<file path="config.mk">
export PLATFORM = sky130hd
export DESIGN_NAME = alarm_table_priority_tracker
export DESIGN_NICKNAME = d
export VERILOG_FILES = /design/src/rtl/atpt_pkg.sv /design/src/rtl/atpt_catalog_mem.sv /design/src/rtl/atpt_engine.sv /design/src/rtl/alarm_table_priority_tracker.sv
export SDC_FILE = /design/constraint.sdc
export NUM_CORES = 2
export LEC_CHECK = 0
export BUFFER_PORTS_ARGS = -buffer_cell sky130_fd_sc_hd__buf_2
export CAP_MARGIN = 30
export CORE_MARGIN = 1
export CORE_UTILIZATION = 35
export CTS_BUF_LIST = sky130_fd_sc_hd__clkbuf_8
export DETAILED_ROUTE_END_ITERATION = 6
export SYNTH_ARGS = -nofsm -noshare
export SYNTH_HDL_FRONTEND = slang
export SYNTH_SLANG_ARGS = --single-unit
</file>
<file path="constraint.sdc">
create_clock -name clk -period 12.16 [get_ports clk]
set_input_delay 1.824 -clock clk [delete_from_list [all_inputs] [get_ports clk]]
set_output_delay 1.824 -clock clk [all_outputs]
set_load 0.01 [all_outputs]
</file>
<file path="src/rtl/atpt_pkg.sv">
`timescale 1ns / 1ps

package atpt_pkg;

    localparam int CATALOG_DEPTH = 64;
    localparam int ADDR_W        = (CATALOG_DEPTH > 1) ? $clog2(CATALOG_DEPTH) : 1;
    localparam int COUNT_W       = $clog2(CATALOG_DEPTH + 1);

    localparam logic [2:0] OP_TRIGGER    = 3'd0;
    localparam logic [2:0] OP_CLEAR      = 3'd1;
    localparam logic [2:0] OP_LOAD_START = 3'd2;
    localparam logic [2:0] OP_LOAD_ENTRY = 3'd3;
    localparam logic [2:0] OP_STATUS     = 3'd4;

    localparam logic [1:0] ST_OK       = 2'd0;
    localparam logic [1:0] ST_PARAM    = 2'd1;
    localparam logic [1:0] ST_OVERFLOW = 2'd2;

    localparam logic [1:0] EV_NONE = 2'd0;
    localparam logic [1:0] EV_ON   = 2'd1;
    localparam logic [1:0] EV_OFF  = 2'd2;

    localparam logic [1:0] LVL_CRITICAL = 2'd2;

    localparam logic [1:0] SAFE_OK      = 2'd0;
    localparam logic [1:0] SAFE_WARNING = 2'd1;
    localparam logic [1:0] SAFE_LOCKOUT = 2'd2;

    // Rank is level plus one; zero means nothing active.
    localparam logic [1:0] RANK_MAJOR    = 2'd2;
    localparam logic [1:0] RANK_CRITICAL = 2'd3;

    typedef struct packed {
        logic [31:0] code;
        logic [1:0]  level;
    } cat_entry_t;

    typedef struct packed {
        logic              wr_en;
        logic [ADDR_W-1:0] wr_addr;
        cat_entry_t        wr_data;
        logic              rd_en;
        logic [ADDR_W-1:0] rd_addr;
    } mem_req_t;

    typedef struct packed {
        logic [1:0]  status;
        logic [1:0]  event_kind;
        logic [31:0] event_code;
        logic [1:0]  safety_state;
        logic [31:0] top_code;
    } result_t;

endpackage

</file>
<file path="src/rtl/atpt_catalog_mem.sv">
`timescale 1ns / 1ps

module atpt_catalog_mem
    import atpt_pkg::*;
(
    input  logic       clk,
    input  mem_req_t   req,
    output cat_entry_t rd_data
);

    cat_entry_t mem [CATALOG_DEPTH];

    always_ff @(posedge clk)
    begin
        if (req.wr_en)
        begin
            mem[req.wr_addr] <= req.wr_data;
        end
    end

    always_ff @(posedge clk)
    begin
        if (req.rd_en)
        begin
            rd_data <= mem[req.rd_addr];
        end
    end

endmodule

</file>
<file path="src/rtl/atpt_engine.sv">
`timescale 1ns / 1ps

module atpt_engine
    import atpt_pkg::*;
(
    input  logic        clk,
    input  logic        rst_n,
    input  logic        start,
    input  logic [2:0]  opcode,
    input  logic [31:0] cmd_code,
    input  logic [1:0]  entry_level,
    input  logic [9:0]  entry_index,
    input  logic [10:0] entry_total,
    output logic        busy,
    output mem_req_t    mem_req,
    input  cat_entry_t  mem_rd_data,
    output logic        res_valid,
    output result_t     res
);

    localparam logic [1:0] S_IDLE   = 2'd0;
    localparam logic [1:0] S_SEARCH = 2'd1;
    localparam logic [1:0] S_SCAN   = 2'd2;

    logic [1:0]               state_reg,  state_next;
    logic [COUNT_W-1:0]       count_reg,  count_next;
    logic [CATALOG_DEPTH-1:0] flags_reg,  flags_next;
    logic [COUNT_W-1:0]       ptr_reg,    ptr_next;
    logic                     pend_reg,   pend_next;
    logic [ADDR_W-1:0]        pidx_reg,   pidx_next;
    logic [31:0]              code_reg,   code_next;
    logic                     want_reg,   want_next;
    logic [1:0]               status_reg, status_next;
    logic [1:0]               evk_reg,    evk_next;
    logic [31:0]              evc_reg,    evc_next;
    logic [1:0]               best_reg,   best_next;
    logic [31:0]              top_reg,    top_next;

    logic       accept;
    logic       rd_en;
    logic       sweep_end;
    logic [1:0] rank;

    assign accept    = start && (state_reg == S_IDLE);
    assign rd_en     = (state_reg != S_IDLE) && (ptr_reg < count_reg);
    assign sweep_end = !pend_reg && !rd_en;
    assign rank      = mem_rd_data.level + 2'd1;
    assign busy      = (state_reg != S_IDLE);

    always_comb
    begin
        mem_req.rd_en         = rd_en;
        mem_req.rd_addr       = ptr_reg[ADDR_W-1:0];
        mem_req.wr_addr       = entry_index[ADDR_W-1:0];
        mem_req.wr_data.code  = cmd_code;
        mem_req.wr_data.level = entry_level;
        mem_req.wr_en         = accept && (opcode == OP_LOAD_ENTRY)
                                && (32'(entry_index) < CATALOG_DEPTH)
                                && (entry_level <= LVL_CRITICAL);
    end

    always_comb
    begin
        state_next  = state_reg;
        count_next  = count_reg;
        flags_next  = flags_reg;
        ptr_next    = ptr_reg;
        pend_next   = pend_reg;
        pidx_next   = pidx_reg;
        code_next   = code_reg;
        want_next   = want_reg;
        status_next = status_reg;
        evk_next    = evk_reg;
        evc_next    = evc_reg;
        best_next   = best_reg;
        top_next    = top_reg;
        res_valid   = 1'b0;

        res.status       = status_reg;
        res.event_kind   = evk_reg;
        res.event_code   = evc_reg;
        res.top_code     = top_reg;
        res.safety_state = (best_reg == RANK_CRITICAL) ? SAFE_LOCKOUT :
                           (best_reg == RANK_MAJOR)    ? SAFE_WARNING : SAFE_OK;

        // Advance the read sweep in either search or scan.
        if (rd_en)
        begin
            ptr_next = ptr_reg + 1'b1;
        end
        pend_next = rd_en;
        pidx_next = ptr_reg[ADDR_W-1:0];

        case (state_reg)
            S_IDLE:
            begin
                if (accept)
                begin
                    code_next   = cmd_code;
                    want_next   = (opcode == OP_TRIGGER);
                    status_next = ST_OK;
                    evk_next    = EV_NONE;
                    evc_next    = 32'd0;
                    best_next   = 2'd0;
                    top_next    = 32'd0;
                    ptr_next    = '0;
                    pend_next   = 1'b0;
                    state_next  = S_SCAN;
                    case (opcode)
                        OP_TRIGGER, OP_CLEAR:
                        begin
                            state_next = S_SEARCH;
                        end
                        OP_LOAD_START:
                        begin
                            if (32'(entry_total) > CATALOG_DEPTH)
                            begin
                                status_next = ST_OVERFLOW;
                            end
                            else
                            begin
                                count_next = entry_total[COUNT_W-1:0];
                                flags_next = '0;
                            end
                        end
                        OP_LOAD_ENTRY:
                        begin
                            if (!mem_req.wr_en)
                            begin
                                status_next = ST_PARAM;
                            end
                        end
                        OP_STATUS:
                        begin
                        end
                        default:
                        begin
                            status_next = ST_PARAM;
                        end
                    endcase
                end
            end
            S_SEARCH:
            begin
                if (pend_reg && (mem_rd_data.code == code_reg))
                begin
                    flags_next[pidx_reg] = want_reg;
                    if (flags_reg[pidx_reg] != want_reg)
                    begin
                        evk_next = want_reg ? EV_ON : EV_OFF;
                        evc_next = code_reg;
                    end
                    ptr_next   = '0;
                    pend_next  = 1'b0;
                    state_next = S_SCAN;
                end
                else if (sweep_end)
                begin
                    status_next = ST_PARAM;
                    ptr_next    = '0;
                    pend_next   = 1'b0;
                    state_next  = S_SCAN;
                end
            end
            S_SCAN:
            begin
                if (pend_reg && flags_reg[pidx_reg] && (rank > best_reg))
                begin
                    best_next = rank;
                    top_next  = mem_rd_data.code;
                end
                if (sweep_end)
                begin
                    res_valid  = 1'b1;
                    state_next = S_IDLE;
                end
            end
            default:
            begin
                state_next = S_IDLE;
            end
        endcase
    end

    always_ff @(posedge clk or negedge rst_n)
    begin
        if (!rst_n)
        begin
            state_reg <= S_IDLE;
            count_reg <= '0;
            flags_reg <= '0;
            ptr_reg   <= '0;
            pend_reg  <= 1'b0;
        end
        else
        begin
            state_reg <= state_next;
            count_reg <= count_next;
            flags_reg <= flags_next;
            ptr_reg   <= ptr_next;
            pend_reg  <= pend_next;
        end
    end

    always_ff @(posedge clk)
    begin
        pidx_reg   <= pidx_next;
        code_reg   <= code_next;
        want_reg   <= want_next;
        status_reg <= status_next;
        evk_reg    <= evk_next;
        evc_reg    <= evc_next;
        best_reg   <= best_next;
        top_reg    <= top_next;
    end

endmodule

</file>
<file path="src/rtl/alarm_table_priority_tracker.sv">
// Sequence, n = entry count: status reads and loads run only the priority scan over the n
//   entries; trigger and clear first search the slots in order for the code, then scan,
//   and a search with no match sweeps all n slots. An empty catalog reads no slot.
// Throughput: one transaction at a time; busy falls as the result is registered, so the next
//   is accepted at the earliest at the edge that ends the done cycle; sweeps share one port.
// Reset: rst_n clears count and flags, catalog undefined until loaded; done strobes, no stall.
`timescale 1ns / 1ps

module alarm_table_priority_tracker
    import atpt_pkg::*;
(
    input  logic        clk,
    input  logic        rst_n,
    input  logic        start,
    output logic        busy,
    input  logic [2:0]  opcode,
    input  logic [31:0] cmd_code,
    input  logic [1:0]  entry_level,
    input  logic [9:0]  entry_index,
    input  logic [10:0] entry_total,
    output logic        done,
    output logic [1:0]  status,
    output logic [1:0]  event_kind,
    output logic [31:0] event_code,
    output logic [1:0]  safety_state,
    output logic [31:0] top_code
);

    // The catalog memory holds code and level per slot; active flags and the entry
    // count live in flip-flops in the engine so that load start can clear them at once.
    // Writes happen only at acceptance, never during a sweep, so reads and writes of
    // the same slot cannot overlap and need no forwarding.

    mem_req_t   mem_req;
    cat_entry_t mem_rd_data;
    logic       res_valid;
    result_t    res;

    logic    done_reg;
    result_t res_reg;

    atpt_catalog_mem u_mem (
        .clk     (clk),
        .req     (mem_req),
        .rd_data (mem_rd_data)
    );

    // Run the lookup sweep (trigger/clear only), then the priority scan.
    atpt_engine u_engine (
        .clk         (clk),
        .rst_n       (rst_n),
        .start       (start),
        .opcode      (opcode),
        .cmd_code    (cmd_code),
        .entry_level (entry_level),
        .entry_index (entry_index),
        .entry_total (entry_total),
        .busy        (busy),
        .mem_req     (mem_req),
        .mem_rd_data (mem_rd_data),
        .res_valid   (res_valid),
        .res         (res)
    );

    // Hold the finished result in an output register for its single strobe cycle,
    // so the engine is already free for the next transaction.
    always_ff @(posedge clk or negedge rst_n)
    begin
        if (!rst_n)
        begin
            done_reg <= 1'b0;
        end
        else
        begin
            done_reg <= res_valid;
        end
    end

    always_ff @(posedge clk)
    begin
        if (res_valid)
        begin
            res_reg <= res;
        end
    end

    assign done         = done_reg;
    assign status       = res_reg.status;
    assign event_kind   = res_reg.event_kind;
    assign event_code   = res_reg.event_code;
    assign safety_state = res_reg.safety_state;
    assign top_code     = res_reg.top_code;

endmodule

</file>
==> impl_metrics.tcl <==
set metrics [dict create \
    status "completed" \
    p_clk_share_pct 35.0 \
    antenna_found_initial 37 \
    grt_overflow 0 \
    crit_arrival_ns 6.05 \
    die_y_um 521.5 \
    ys_seq_area_share_pct 78.07 \
    die_area_um2 271900 \
    cts_sinks 2471 \
    dr.first_iter.drc_count 6511 \
    fin_nets 4597 \
    gp_congestion 0.8457 \
    leakage_nw 32.91 \
    fmax_mhz 184.4 \
    io_buffers 132 \
    setup_violations 0 \
    mostFrequentLayoutCells "2383 x edfxtp_1, 690 x mux4_2, 407 x clkbuf_8" \
    yosysUniqueCellTypes 58 \
    core_um2 268200 \
    cts_tree "done" \
    period_needed_ns 5.424 \
    postSynthAreaPerCell_um2 23.15 \
    ys_async_sr_fraction_pct 3.318 \
    insertion_delay_ns 1.10 \
    synth_seq_cells 2471 \
    r2r_slack_ns 6.76 \
    switching_share_pct 24.89 \
    grt_max_degree 118 \
    largest_reg_flops 2176 \
    power.internal_mw 13.77 \
    viasPerCell 5.439 \
    mostFrequentLayoutCell "edfxtp_1" \
    final_hold_viol_count 0 \
    p_sw_mw 4.564 \
    postCtsSetupBuffers 0 \
    path_class "primary input to flop" \
    total_power_mw 18.34 \
    drc 0 \
    hp-start "u_engine.evc_reg[5]" \
    setup_tns_ns 0 \
    holdWs_ns 0.4152 \
    die_w_um 521.5 \
    p_seq_share_pct 53.3 \
    final.period_utilization_pct 44.61 \
    clockBufferDepth 4 \
    final-instance-count-excl-fill 8368 \
    wl_per_cell_um 30.62 \
    cp-end-kind "flop" \
    num_vias 45515 \
    p_comb_share_pct 11.7 \
    cp-start-kind "primary input" \
    synth-edff-count 2383 \
    drive_gt1_share_pct 31.57 \
    io_pins 133 \
    syn_area_um2 94440 \
    placed_cells 7673 \
    powerDensity_nw_per_um2 170.1 \
    fin_skew_ns 0.09826 \
    grt_pass1_wl_um 353900 \
    cts_root_buffer "clkbuf_8" \
    maxSlewViolCount 0 \
    worst-path-max-fanout 34 \
    tightest_slew_ns 1.121 \
    rows 190 \
    synth-warning-count 0 \
    syn2layout_area_growth_pct 14.11 \
    reg2reg_to "u_mem.rd_data[17]" \
    initial_core_util_pct 35.22 \
    postRouteAntennaNets 0 \
    rsz0062_at_grt "no" \
    synth_cells 4079 \
    post-route-util_pct 40.19 \
    synthFlopType "edfxtp_1" \
    hp-class "flop to flop" \
    path_clk_slew_ns 0.06 \
    synthesis.nets 4149 \
    cts_buffers 397 \
    track_usage_pct 18.67 \
    slew_headroom_pct 25.11 \
    hpwlAfterDp_um 152200 \
    ctsHoldBuffers 0 \
    crit_required_ns 12.78 \
    routed_wl_um 256200 \
    ir_drop_mv 0.09154 \
    reg2regPathDepth 7 \
    post_cts_resized 0 \
    dr.pass1.iters 5 \
    grt_pass1_vias 44852 \
    whs_endpoint "event_code[5]" \
    htreeDepth 5 \
    holdPathStages 0 \
    r2r_start "u_engine.ptr_reg[1]" \
    maxCapViolCount 0 \
]
-- layer usage --
metal | vias up | global-route usage [%] | part of all wire [%]
li1 | 18242 | - | -
met4 | 0 | 6.500 | 3.3
met2 | 2472 | 28.18 | 46
met3 | 409 | 4.976 | 11
met5 | - | 0 | 0
met1 | 24392 | 26.12 | 40
-- synthesized netlist by cell type (all sizes together), types with 3 or more instances --
master	instances	share of area, %
edfxtp	2383	76
mux4	690	16
o21ai	137	0.73
clkbuf	128	0.51
a21oi	96	0.51
buf	93	0.49
nor2	88	0.35
dfrtp	82	2.2
and2	72	0.48
mux2i	39	0.41
nor2b	36	0.24
nand2	32	0.13
xor2	32	0.30
a211oi	26	0.21
mux2	15	0.18
nand3	13	0.069
inv	11	0.044
ha	9	0.12
nor4	9	0.060
nand2b	8	0.053
a22oi	7	0.056
nor3	7	0.037
xnor2	7	0.065
dfxtp	6	0.13
a221o	4	0.042
nand3b	4	0.032
nand4	4	0.026
nor3b	4	0.032
o221ai	3	0.028
or2	3	0.020
or3	3	0.020
-- how the worst max path moves through the flow --
stage / from / cells after the start / end
6_report: opcode[2] / 9 / u_mem.mem[54][16]
5_1_grt: u_engine.ptr_reg[1] / 7 / u_mem.rd_data[17]
4_1_cts: u_engine.ptr_reg[1] / 7 / u_mem.rd_data[7]
3_5_place_dp: opcode[2] / 8 / u_mem.mem[14][25]
3_3_place_gp: opcode[2] / 7 / u_mem.mem[59][16]
2_1_floorplan: u_engine.ptr_reg[4] / 7 / event_code[0]
-- power by group through the flow --
stage / Clock [mW] / Sequential (mW) / Combinational (mW)
after floorplan: 0 / 9.93 / 1.26
after global placement: 0 / 9.95 / 2.14
after detailed placement: 0 / 9.96 / 2.16
after global routing: 6.90 / 9.80 / 2.25
final: 6.42 / 9.78 / 2.14
after CTS: 6.55 / 9.78 / 2.17
-- per-stage QoR --
| stage | instance area, um^2 | setup slack [ns] |
|---|---|---|
| global route | 107700 | 6.657 |
| detailed placement | 100700 | 5.775 |
| global placement | 100100 | 5.565 |
| finish | 107800 | 6.736 |
| CTS | 107600 | 6.873 |
| floorplan | 94440 | 6.568 |
-- area by class of cell --
type,instances,area (um^2)
antenna,27,67.56
clock inverter,254,1271
inverter,12,45.04
clock buffer,407,5602
timing repair buffer,270,2321
sequential,2471,73750
fill,23497,160400
multi-input combinational,1375,20270
tap,3552,4444
-- worst max-delay path, cell delays in order --
cell and delay, ns:
buf_2 0.13, nand2b_1 0.21, a2111oi_0 0.85, nand4_1 0.75
nor2_1 0.51, nand3_1 0.61, buf_4 0.43, nor2_4 0.17
buf_4 0.53
-- kinds of logic (layout without fill, tap and decap cells) --
logic type                 after synthesis  after routing  synth area share (%)
and+or+nand+nor                        292            292                 1.623
DFF                                   2471           2471                 78.07
xor gates and xnor gates                39             39                0.3617
muxes                                  744            744                 17.05
AOI/OAI and AO/OA                      291            291                 1.726
adders and majority gates                9              9                0.1192
buffers and inverters                  233            943                 1.056
other                                    0             27                     0
No activity file was read; power rests on OpenSTA's default activity.
